$ cat src/design/bdda_pkg.sv
`timescale 1ns / 1ps
// ----------------------------------------------------------------------------
// bdda_pkg: shared types and constants of the business day date adder
// Request and result payloads, the job record passed from the front end to
// the day stepper, error codes and calendar helper functions.
// ----------------------------------------------------------------------------
package bdda_pkg;

    // error codes of a result
    localparam logic [1:0] ERR_OK          = 2'd0;
    localparam logic [1:0] ERR_BAD_DATE    = 2'd1;
    localparam logic [1:0] ERR_OVERFLOW    = 2'd2;
    localparam logic [1:0] ERR_NO_BUSINESS = 2'd3;

    // calendar limits and mask values
    localparam logic [13:0] MAX_YEAR       = 14'd9999;
    localparam logic [6:0]  FULL_WEEK_MASK = 7'h7F;
    localparam logic [6:0]  MASK_RESET     = 7'd96;
    localparam logic [3:0]  LAST_MONTH     = 4'd12;
    localparam logic [2:0]  LAST_WEEKDAY   = 3'd6;
    localparam logic [6:0]  LAST_MOD100    = 7'd99;
    localparam logic [8:0]  LAST_MOD400    = 9'd399;

    // reciprocals: floor(x * RECIP_25 / 2^15) = x / 25 for x < 4096,
    // floor(x * RECIP_7 / 2^16) = x / 7 for x < 13107, above any weekday sum
    localparam logic [10:0] RECIP_25 = 11'd1311;
    localparam logic [13:0] RECIP_7  = 14'd9363;

    typedef struct packed {
        logic [4:0]  start_day;
        logic [3:0]  start_month;
        logic [13:0] start_year;
        logic [11:0] business_days;
    } in_item_t;

    typedef struct packed {
        logic [4:0]  end_day;
        logic [3:0]  end_month;
        logic [13:0] end_year;
        logic [2:0]  end_weekday;
        logic [1:0]  error_code;
    } out_item_t;

    // classified request handed to the day stepper
    typedef struct packed {
        logic [4:0]  day;
        logic [3:0]  month;
        logic [13:0] year;
        logic [2:0]  weekday;
        logic [11:0] left;
        logic [1:0]  mod4;
        logic [6:0]  mod100;
        logic [8:0]  mod400;
        logic [1:0]  err;
    } job_t;

    // queue status seen by both ends
    typedef struct packed {
        logic full;
        logic empty;
    } q_status_t;

    // length of a month; zero for a month code outside 1..12
    function automatic logic [4:0] days_in_month(input logic [3:0] m, input logic leap);
        logic [4:0] len;
        case (m) inside
            4'd2:                                  len = leap ? 5'd29 : 5'd28;
            4'd4, 4'd6, 4'd9, 4'd11:               len = 5'd30;
            4'd1, 4'd3, 4'd5, 4'd7, 4'd8, 4'd10, 4'd12: len = 5'd31;
            default:                               len = 5'd0;
        endcase
        return len;
    endfunction

    // (31 * mm) / 12 of the weekday formula, with March as month one
    function automatic logic [4:0] month_offset(input logic [3:0] m);
        logic [4:0] off;
        case (m)
            4'd1:    off = 5'd28;
            4'd2:    off = 5'd31;
            4'd3:    off = 5'd2;
            4'd4:    off = 5'd5;
            4'd5:    off = 5'd7;
            4'd6:    off = 5'd10;
            4'd7:    off = 5'd12;
            4'd8:    off = 5'd15;
            4'd9:    off = 5'd18;
            4'd10:   off = 5'd20;
            4'd11:   off = 5'd23;
            4'd12:   off = 5'd25;
            default: off = 5'd0;
        endcase
        return off;
    endfunction

endpackage

$ cat src/design/bdda_front.sv
`timescale 1ns / 1ps
// ----------------------------------------------------------------------------
// bdda_front: request intake and classification
// Captures a request, checks the start date, computes its weekday and the
// year residues used for leap years, and pushes a job into the queue.
// ----------------------------------------------------------------------------
module bdda_front (
    input  logic                 clk,
    input  logic                 rst_n,
    input  logic                 in_valid,
    output logic                 in_stall,
    input  bdda_pkg::in_item_t   in_item,
    input  logic [6:0]           weekend_mask,
    output logic                 push,
    output bdda_pkg::job_t       push_job,
    input  bdda_pkg::q_status_t  q_status
);

    typedef enum logic [4:0] {
        F_IDLE = 5'b00001,
        F_DIV  = 5'b00010,
        F_SUM  = 5'b00100,
        F_MOD  = 5'b01000,
        F_PUSH = 5'b10000
    } front_state_t;

    front_state_t        state_reg, state_next;
    bdda_pkg::in_item_t  item_reg;
    logic [13:0]         yy_reg;
    logic [7:0]          q_y100_reg;
    logic [7:0]          q_yy100_reg;
    logic [5:0]          q_yy400_reg;
    logic [14:0]         sum_reg;
    logic [12:0]         q7_reg;
    logic [1:0]          mod4_reg;
    logic [6:0]          mod100_reg;
    logic [8:0]          mod400_reg;
    logic [1:0]          err_reg;

    logic                early_month;
    logic [13:0]         yy;
    logic [22:0]         prod_y100;
    logic [22:0]         prod_yy100;
    logic [20:0]         prod_yy400;
    logic [13:0]         mod100_wide;
    logic [13:0]         mod400_wide;
    logic                leap;
    logic [4:0]          dim;
    logic                bad_date;
    logic [14:0]         sum;
    logic [28:0]         prod_7;
    logic [14:0]         rem_7;

    assign in_stall = (state_reg != F_IDLE);

    // divide-by-constant products on the captured year
    always_comb
    begin
        early_month = (item_reg.start_month < 4'd3);
        yy          = item_reg.start_year - 14'(early_month);
        prod_y100   = 23'(item_reg.start_year[13:2]) * 23'(bdda_pkg::RECIP_25);
        prod_yy100  = 23'(yy[13:2]) * 23'(bdda_pkg::RECIP_25);
        prod_yy400  = 21'(yy[13:4]) * 21'(bdda_pkg::RECIP_25);
    end

    // residues, date check and weekday sum
    always_comb
    begin
        mod100_wide = item_reg.start_year - 14'(q_y100_reg) * 14'd100;
        mod400_wide = item_reg.start_year - 14'(q_y100_reg[7:2]) * 14'd400;
        leap        = (item_reg.start_year[1:0] == 2'd0) &&
                      ((mod100_wide != 14'd0) || (mod400_wide == 14'd0));
        dim         = bdda_pkg::days_in_month(item_reg.start_month, leap);
        bad_date    = (item_reg.start_month < 4'd1) ||
                      (item_reg.start_month > bdda_pkg::LAST_MONTH) ||
                      (item_reg.start_year < 14'd1) ||
                      (item_reg.start_year > bdda_pkg::MAX_YEAR) ||
                      (item_reg.start_day < 5'd1) ||
                      (item_reg.start_day > dim);
        sum         = 15'(item_reg.start_day) + 15'(yy_reg) + 15'(yy_reg[13:2])
                      - 15'(q_yy100_reg) + 15'(q_yy400_reg)
                      + 15'(bdda_pkg::month_offset(item_reg.start_month));
    end

    // weekday as the remainder of the sum by seven
    always_comb
    begin
        prod_7 = 29'(sum_reg) * 29'(bdda_pkg::RECIP_7);
        rem_7  = sum_reg - 15'(q7_reg) * 15'd7;
    end

    // assemble the job
    always_comb
    begin
        push              = (state_reg == F_PUSH);
        push_job.day      = item_reg.start_day;
        push_job.month    = item_reg.start_month;
        push_job.year     = item_reg.start_year;
        push_job.weekday  = rem_7[2:0];
        push_job.left     = item_reg.business_days;
        push_job.mod4     = mod4_reg;
        push_job.mod100   = mod100_reg;
        push_job.mod400   = mod400_reg;
        push_job.err      = err_reg;
    end

    // sequence the classification steps
    always_comb
    begin
        state_next = state_reg;
        unique case (state_reg)
            F_IDLE:  if (in_valid) state_next = F_DIV;
            F_DIV:   state_next = F_SUM;
            F_SUM:   state_next = F_MOD;
            F_MOD:   state_next = F_PUSH;
            F_PUSH:  if (!q_status.full) state_next = F_IDLE;
            default: state_next = F_IDLE;
        endcase
    end

    always_ff @(posedge clk or negedge rst_n)
    begin
        if (!rst_n)
        begin
            state_reg <= F_IDLE;
        end
        else
        begin
            state_reg <= state_next;
        end
    end

    // hold the request and intermediate values
    always_ff @(posedge clk)
    begin
        if ((state_reg == F_IDLE) && in_valid)
        begin
            item_reg <= in_item;
        end
        if (state_reg == F_DIV)
        begin
            yy_reg      <= yy;
            q_y100_reg  <= prod_y100[22:15];
            q_yy100_reg <= prod_yy100[22:15];
            q_yy400_reg <= prod_yy400[20:15];
        end
        if (state_reg == F_SUM)
        begin
            sum_reg    <= sum;
            mod4_reg   <= item_reg.start_year[1:0];
            mod100_reg <= mod100_wide[6:0];
            mod400_reg <= mod400_wide[8:0];
            if (bad_date)
            begin
                err_reg <= bdda_pkg::ERR_BAD_DATE;
            end
            else if (weekend_mask == bdda_pkg::FULL_WEEK_MASK)
            begin
                err_reg <= bdda_pkg::ERR_NO_BUSINESS;
            end
            else
            begin
                err_reg <= bdda_pkg::ERR_OK;
            end
        end
        if (state_reg == F_MOD)
        begin
            q7_reg <= prod_7[28:16];
        end
    end

endmodule

$ cat src/design/bdda_queue.sv
`timescale 1ns / 1ps
// ----------------------------------------------------------------------------
// bdda_queue: job queue between front end and day stepper
// A small first-in first-out buffer of classified jobs.
// ----------------------------------------------------------------------------
module bdda_queue #(
    parameter int DEPTH = 2
) (
    input  logic                 clk,
    input  logic                 rst_n,
    input  logic                 push,
    input  bdda_pkg::job_t       push_job,
    input  logic                 pop,
    output bdda_pkg::job_t       head,
    output bdda_pkg::q_status_t  status
);

    localparam int PTR_W = (DEPTH > 1) ? $clog2(DEPTH) : 1;
    localparam int CNT_W = $clog2(DEPTH + 1);

    bdda_pkg::job_t     mem_reg [DEPTH];
    logic [PTR_W-1:0]   wr_ptr_reg;
    logic [PTR_W-1:0]   rd_ptr_reg;
    logic [CNT_W-1:0]   count_reg;
    logic               do_push;
    logic               do_pop;

    assign status.full  = (count_reg == CNT_W'(DEPTH));
    assign status.empty = (count_reg == '0);
    assign do_push      = push && !status.full;
    assign do_pop       = pop && !status.empty;
    assign head         = mem_reg[rd_ptr_reg];

    // advance pointers and occupancy
    always_ff @(posedge clk or negedge rst_n)
    begin
        if (!rst_n)
        begin
            wr_ptr_reg <= '0;
            rd_ptr_reg <= '0;
            count_reg  <= '0;
        end
        else
        begin
            if (do_push)
            begin
                wr_ptr_reg <= (wr_ptr_reg == PTR_W'(DEPTH - 1)) ? '0 : wr_ptr_reg + 1'b1;
            end
            if (do_pop)
            begin
                rd_ptr_reg <= (rd_ptr_reg == PTR_W'(DEPTH - 1)) ? '0 : rd_ptr_reg + 1'b1;
            end
            if (do_push && !do_pop)
            begin
                count_reg <= count_reg + 1'b1;
            end
            else if (do_pop && !do_push)
            begin
                count_reg <= count_reg - 1'b1;
            end
        end
    end

    // store the pushed job
    always_ff @(posedge clk)
    begin
        if (do_push)
        begin
            mem_reg[wr_ptr_reg] <= push_job;
        end
    end

endmodule

$ cat src/design/bdda_back.sv
`timescale 1ns / 1ps
// ----------------------------------------------------------------------------
// bdda_back: calendar day stepper
// Takes a job from the queue and steps one calendar day per cycle, counting
// business days and skipping weekends, then loads the result register.
// ----------------------------------------------------------------------------
module bdda_back (
    input  logic                 clk,
    input  logic                 rst_n,
    input  logic [6:0]           weekend_mask,
    input  bdda_pkg::job_t       head,
    input  bdda_pkg::q_status_t  q_status,
    output logic                 pop,
    output logic                 out_valid,
    input  logic                 out_stall,
    output bdda_pkg::out_item_t  out_item
);

    typedef enum logic [1:0] {
        B_IDLE = 2'b01,
        B_RUN  = 2'b10
    } back_state_t;

    back_state_t          state_reg, state_next;
    bdda_pkg::job_t       job_reg;
    logic                 out_valid_reg;
    bdda_pkg::out_item_t  out_item_reg;

    logic                 out_free;
    logic                 weekend;
    logic                 leap;
    logic [4:0]           dim;
    bdda_pkg::job_t       stepped;
    logic                 overflow;
    logic                 do_step;
    logic                 finish;

    assign out_valid = out_valid_reg;
    assign out_item  = out_item_reg;
    assign out_free  = !out_valid_reg || !out_stall;
    assign pop       = (state_reg == B_IDLE) && !q_status.empty;

    // next calendar day of the current job
    always_comb
    begin
        leap     = (job_reg.mod4 == 2'd0) &&
                   ((job_reg.mod100 != 7'd0) || (job_reg.mod400 == 9'd0));
        dim      = bdda_pkg::days_in_month(job_reg.month, leap);
        stepped  = job_reg;
        overflow = 1'b0;
        if (job_reg.day >= dim)
        begin
            stepped.day = 5'd1;
            if (job_reg.month >= bdda_pkg::LAST_MONTH)
            begin
                overflow       = (job_reg.year >= bdda_pkg::MAX_YEAR);
                stepped.month  = 4'd1;
                stepped.year   = job_reg.year + 14'd1;
                stepped.mod4   = job_reg.mod4 + 2'd1;
                stepped.mod100 = (job_reg.mod100 == bdda_pkg::LAST_MOD100) ?
                                 7'd0 : job_reg.mod100 + 7'd1;
                stepped.mod400 = (job_reg.mod400 == bdda_pkg::LAST_MOD400) ?
                                 9'd0 : job_reg.mod400 + 9'd1;
            end
            else
            begin
                stepped.month = job_reg.month + 4'd1;
            end
        end
        else
        begin
            stepped.day = job_reg.day + 5'd1;
        end
        stepped.weekday = (job_reg.weekday == bdda_pkg::LAST_WEEKDAY) ?
                          3'd0 : job_reg.weekday + 3'd1;
        // count a business day as it passes
        if (!weekend)
        begin
            stepped.left = job_reg.left - 12'd1;
        end
    end

    // decide between stepping and finishing
    always_comb
    begin
        weekend = weekend_mask[job_reg.weekday];
        do_step = 1'b0;
        finish  = 1'b0;
        if (state_reg == B_RUN)
        begin
            if (job_reg.err != bdda_pkg::ERR_OK)
            begin
                finish = out_free;
            end
            else if (weekend || (job_reg.left != 12'd0))
            begin
                do_step = 1'b1;
            end
            else
            begin
                finish = out_free;
            end
        end
    end

    always_comb
    begin
        state_next = state_reg;
        unique case (state_reg)
            B_IDLE:  if (!q_status.empty) state_next = B_RUN;
            B_RUN:   if (finish) state_next = B_IDLE;
            default: state_next = B_IDLE;
        endcase
    end

    always_ff @(posedge clk or negedge rst_n)
    begin
        if (!rst_n)
        begin
            state_reg     <= B_IDLE;
            out_valid_reg <= 1'b0;
        end
        else
        begin
            state_reg <= state_next;
            if (finish)
            begin
                out_valid_reg <= 1'b1;
            end
            else if (!out_stall)
            begin
                out_valid_reg <= 1'b0;
            end
        end
    end

    // load the job, advance it, and capture the result
    always_ff @(posedge clk)
    begin
        if (pop)
        begin
            job_reg <= head;
        end
        else if (do_step)
        begin
            if (overflow)
            begin
                job_reg.err <= bdda_pkg::ERR_OVERFLOW;
            end
            else
            begin
                job_reg <= stepped;
            end
        end
        if (finish)
        begin
            out_item_reg.error_code <= job_reg.err;
            if (job_reg.err != bdda_pkg::ERR_OK)
            begin
                out_item_reg.end_day     <= '0;
                out_item_reg.end_month   <= '0;
                out_item_reg.end_year    <= '0;
                out_item_reg.end_weekday <= '0;
            end
            else
            begin
                out_item_reg.end_day     <= job_reg.day;
                out_item_reg.end_month   <= job_reg.month;
                out_item_reg.end_year    <= job_reg.year;
                out_item_reg.end_weekday <= job_reg.weekday;
            end
        end
    end

endmodule

$ cat src/design/business_day_date_adder_unit.sv
`timescale 1ns / 1ps
// Path: front end states F_DIV, F_SUM, F_MOD, F_PUSH; the day stepper loads the job,
//   steps the leading weekend, counted days and trailing weekend, then finishes.
// Overlap: the front end takes a new request once it has pushed its job, while the
//   day stepper is still on an earlier one; the queue lets them overlap.
// Reset: weekend mask returns to Friday and Saturday, queue empties, no result.
// ----------------------------------------------------------------------------
// business_day_date_adder_unit: top level of the business day date adder
// Weekend mask register, front end, job queue and calendar day stepper.
// ----------------------------------------------------------------------------
module business_day_date_adder_unit #(
    parameter int QUEUE_DEPTH = 2
) (
    input  logic                 clk,
    input  logic                 rst_n,
    input  logic                 in_valid,
    output logic                 in_stall,
    input  bdda_pkg::in_item_t   in_item,
    output logic                 out_valid,
    input  logic                 out_stall,
    output bdda_pkg::out_item_t  out_item,
    input  logic                 cfg_we,
    input  logic [6:0]           cfg_wdata
);

    logic [6:0]           weekend_mask_reg;
    logic                 push;
    bdda_pkg::job_t       push_job;
    logic                 pop;
    bdda_pkg::job_t       head;
    bdda_pkg::q_status_t  q_status;

    // weekend mask register
    always_ff @(posedge clk or negedge rst_n)
    begin
        if (!rst_n)
        begin
            weekend_mask_reg <= bdda_pkg::MASK_RESET;
        end
        else if (cfg_we)
        begin
            weekend_mask_reg <= cfg_wdata;
        end
    end

    bdda_front u_front (
        .clk          (clk),
        .rst_n        (rst_n),
        .in_valid     (in_valid),
        .in_stall     (in_stall),
        .in_item      (in_item),
        .weekend_mask (weekend_mask_reg),
        .push         (push),
        .push_job     (push_job),
        .q_status     (q_status)
    );

    bdda_queue #(
        .DEPTH (QUEUE_DEPTH)
    ) u_queue (
        .clk      (clk),
        .rst_n    (rst_n),
        .push     (push),
        .push_job (push_job),
        .pop      (pop),
        .head     (head),
        .status   (q_status)
    );

    bdda_back u_back (
        .clk          (clk),
        .rst_n        (rst_n),
        .weekend_mask (weekend_mask_reg),
        .head         (head),
        .q_status     (q_status),
        .pop          (pop),
        .out_valid    (out_valid),
        .out_stall    (out_stall),
        .out_item     (out_item)
    );

endmodule

$ cat config.mk
export PLATFORM = sky130hd
export DESIGN_NAME = business_day_date_adder_unit
export DESIGN_NICKNAME = d
export VERILOG_FILES = /design/src/design/bdda_pkg.sv /design/src/design/bdda_front.sv /design/src/design/bdda_queue.sv /design/src/design/bdda_back.sv /design/src/design/business_day_date_adder_unit.sv
export SDC_FILE = /design/constraint.sdc
export NUM_CORES = 1
export LEC_CHECK = 0
export ABC_CLOCK_PERIOD_IN_PS = 8400
export BUFFER_PORTS_ARGS = -buffer_cell sky130_fd_sc_hd__buf_4
export CORE_UTILIZATION = 48
export DETAILED_ROUTE_END_ITERATION = 12
export PLACE_DENSITY = 0.68
export SKIP_LAST_GASP = 1
export SLEW_MARGIN = 20
export SYNTH_ARGS = -nofsm -noshare
export SYNTH_HDL_FRONTEND = slang
export SYNTH_SLANG_ARGS = --single-unit
$ cat constraint.sdc
create_clock -name clk -period 8.4 [get_ports clk]
set_clock_uncertainty 0.15 [all_clocks]
set_input_delay 0.84 -clock clk [delete_from_list [all_inputs] [get_ports clk]]
set_output_delay 0.84 -clock clk [all_outputs]
set_load 0.01 [all_outputs]
==> metrics.md <==
| Metric | Value |
|---|---|
| Number of max-cap violations | `0` |
| EDFF count, synth | `299` |
| Area added between synthesis and finish | `10.7%` |
| Post-Synthesis Cell Area | `0.0249 mm2` |
| DRT Wirelength | `49600 um` |
| Largest net degree at the start of global routing | `55` |
| Ant. Diodes | `0` |
| Hold WC Path Type | `in -> async` |
| Total GRT Usage | `0.194` |
| Cells after Synth | `2118` |
| Fmax | `0.126 GHz` |
| GR Util met2 | `0.334` |
| Global routing usage on met3 | `0.0286` |
| Cell family contributing the most delay on the critical path | `adder cells` |
| I/O pin cnt | `77` |
| RR Startpoint | `u_front.push_job[51]$_DFFE_PP_` |
| # setup viols final | `0` |
| Synth warn | `0` |
| Worst EP arrival | `8020 ps` |
| IO Port Bufs | `76` |
| DIE WIDTH | `230 um` |
| Setup TNS | `0 ps` |
| Vias per cell | `5.28` |
| Most frequent cells in the layout | `ha_1, inv_1, edfxtp_1` |
| Reg2reg end | `u_front.q_yy100_reg[7]$_DFFE_PN_` |
| Bufs and invs on worst path | `5` |
| Critical path type | `reg -> reg` |
| Final Hold Fails | `0` |
| RSZ-0062 raised after global routing | `no` |
| Via count | `15500` |
| Vias in the first global route | `16000` |
| Seq/Total Area, Yosys | `0.384` |
| Top Usage Layer GRT | `met2` |
| Setup bufs post-CTS | `0` |
| Max stage delay on crit path | `740 ps` |
| H-tree depth | `2` |
| FF-to-FF path depth | `27` |
| Worst-Margin Slew | `938 ps` |
| Clock Sinks | `323` |
| Drt first-iter violations | `827` |
| Synthesized flop and latch total | `323` |
| Tcrit/Tclk final | `0.941` |
| Commonest non-fill, non-tap cell in the layout | `ha_1` |
| Post-Syn Nets | `2740` |
| Worst setup SP type | `register` |
| Layout cells sized above 1 | `0.0855` |
| Root Driver | `clkbuf_16` |
| Row count | `83` |
| Post-DP HPWL | `38500 um` |
| Worst EP required | `8520 ps` |
| Ys flop type | `edfxtp_1` |
| Initial antenna violation count | `0` |
| Crit. End Element | `register` |
| Clock Path Buffers | `3` |
| Slew Viols, Final | `0` |
| Avg Cell Area, Syn | `11.8 um2` |
| Die ar. | `0.0528 mm2` |
| Hold Buf Count CTS | `0` |
| Max reg flops | `108` |
| Most used cell, CP | `inv_1` |
| Post-DRT Antenna Nets | `0` |
| Maximum fanout along the worst path | `8` |
| Met1 GRT Util | `0.255` |
| CTS tree | `yes` |
| First-pass GRT wire length | `82300 um` |
| CTS resizes | `0` |
| Synth async-reset ratio | `0.0588` |
| Total core area | `0.0513 mm2` |
| Grt ovf | `0` |
| Starting Density | `0.485` |
| Register clock-pin slew on the reported worst setup and hold paths | `60 ps` |
| Drt first pass iters | `5` |
| GPL Wtd Cong | `0.883` |
| Yosys cell types | `79` |
| CP max-delay cell | `a2111oi_0` |
| Relative slew slack | `0.372` |
| DRC | `0` |
| Final nets | `2857` |
| Post-layout min period | `7910 ps` |
| Status | `finished clean` |
| Total CTS buffers | `34` |
| R2R Setup Slk | `490 ps` |
| Wire per inst | `16.9 um` |
| Die Height | `230 um` |
| Worst skew pair latency | `530 ps` |
-- cells by family (layout without fill, tap and decap cells) --
family                   Yosys count  in the layout  synth area share
XOR/XNOR                         121            121            0.0426
adder cells (fa/ha/maj)          575            575             0.338
AND/OR/NAND/NOR                  364            364            0.0755
multiplexers                      61             61            0.0260
flip-flops                       323            323             0.384
AO/OA/AOI/OAI                    290            290            0.0766
buffers and inverters            384            524            0.0579
-- synthesized netlist by cell type (26+ instances only) --
| master | count | area [um2] |
|---|---|---|
| mux2i_1 | 49 | 490 |
| xnor2_1 | 81 | 709 |
| edfxtp_1 | 299 | 8980 |
| ha_1 | 413 | 5170 |
| inv_1 | 358 | 1340 |
| nand2_1 | 65 | 244 |
| and2_1 | 26 | 163 |
| fa_1 | 162 | 3240 |
| xor2_1 | 40 | 350 |
| a21oi_1 | 76 | 380 |
| o21ai_0 | 51 | 255 |
| nor2_1 | 86 | 323 |
| nand3_1 | 45 | 225 |
| nor3_1 | 31 | 155 |
-- metrics by stage --
| step | hold WS [ps] | area [um2] | instances | util | setup WS [ps] |
|---|---|---|---|---|---|
| 6_report | 35.1 | 27600 | 2938 | 0.537 | 493 |
| 4_1_cts | 22.3 | 27600 | 2938 | 0.537 | 525 |
| 2_1_floorplan | 271 | 24900 | 2118 | - | 1470 |
| 3_3_place_gp | 274 | 26500 | 2879 | 0.516 | 688 |
| 5_1_grt | 33.3 | 27600 | 2938 | 0.537 | 40.2 |
| 3_5_place_dp | 281 | 26500 | 2879 | 0.516 | 544 |
-- worst max path at each step --
stage | startpoint | to | slack [ps] | cells past startpoint
3_5_place_dp | u_front.push_job[51]$_DFFE_PP_ | u_front.q_yy100_reg[7]$_DFFE_PN_ | 540 | 27
4_1_cts | u_front.push_job[51]$_DFFE_PP_ | u_front.q_yy100_reg[7]$_DFFE_PN_ | 530 | 27
2_1_floorplan | u_front.push_job[52]$_DFFE_PP_ | u_front.q_yy100_reg[7]$_DFFE_PN_ | 1470 | 27
5_1_grt | u_front.push_job[52]$_DFFE_PP_ | u_front.q_yy100_reg[7]$_DFFE_PN_ | 40 | 27
6_report | u_front.push_job[51]$_DFFE_PP_ | u_front.q_yy100_reg[7]$_DFFE_PN_ | 490 | 27
3_3_place_gp | u_front.push_job[52]$_DFFE_PP_ | u_front.q_yy100_reg[7]$_DFFE_PN_ | 690 | 27
-- metal layers --
layer,up-vias,routed length [um]
li1,7612,-
met1,7578,22500
met2,246,24100
met3,69,1770
met4,0,1210
met5,-,0
-- layout make-up --
cell class,count,area (um2)
inverters,359,1350
fillers,4351,23700
clock buffers,43,906
repair buffers,106,796
multi-input cells,1411,13900
flip-flops and latches,323,9560
clock inverters,16,165
well taps,680,851
Power is left out: the tool's default activity adds up to more than one toggle a clock period on the data nets, which glitch-free logic cannot reach.
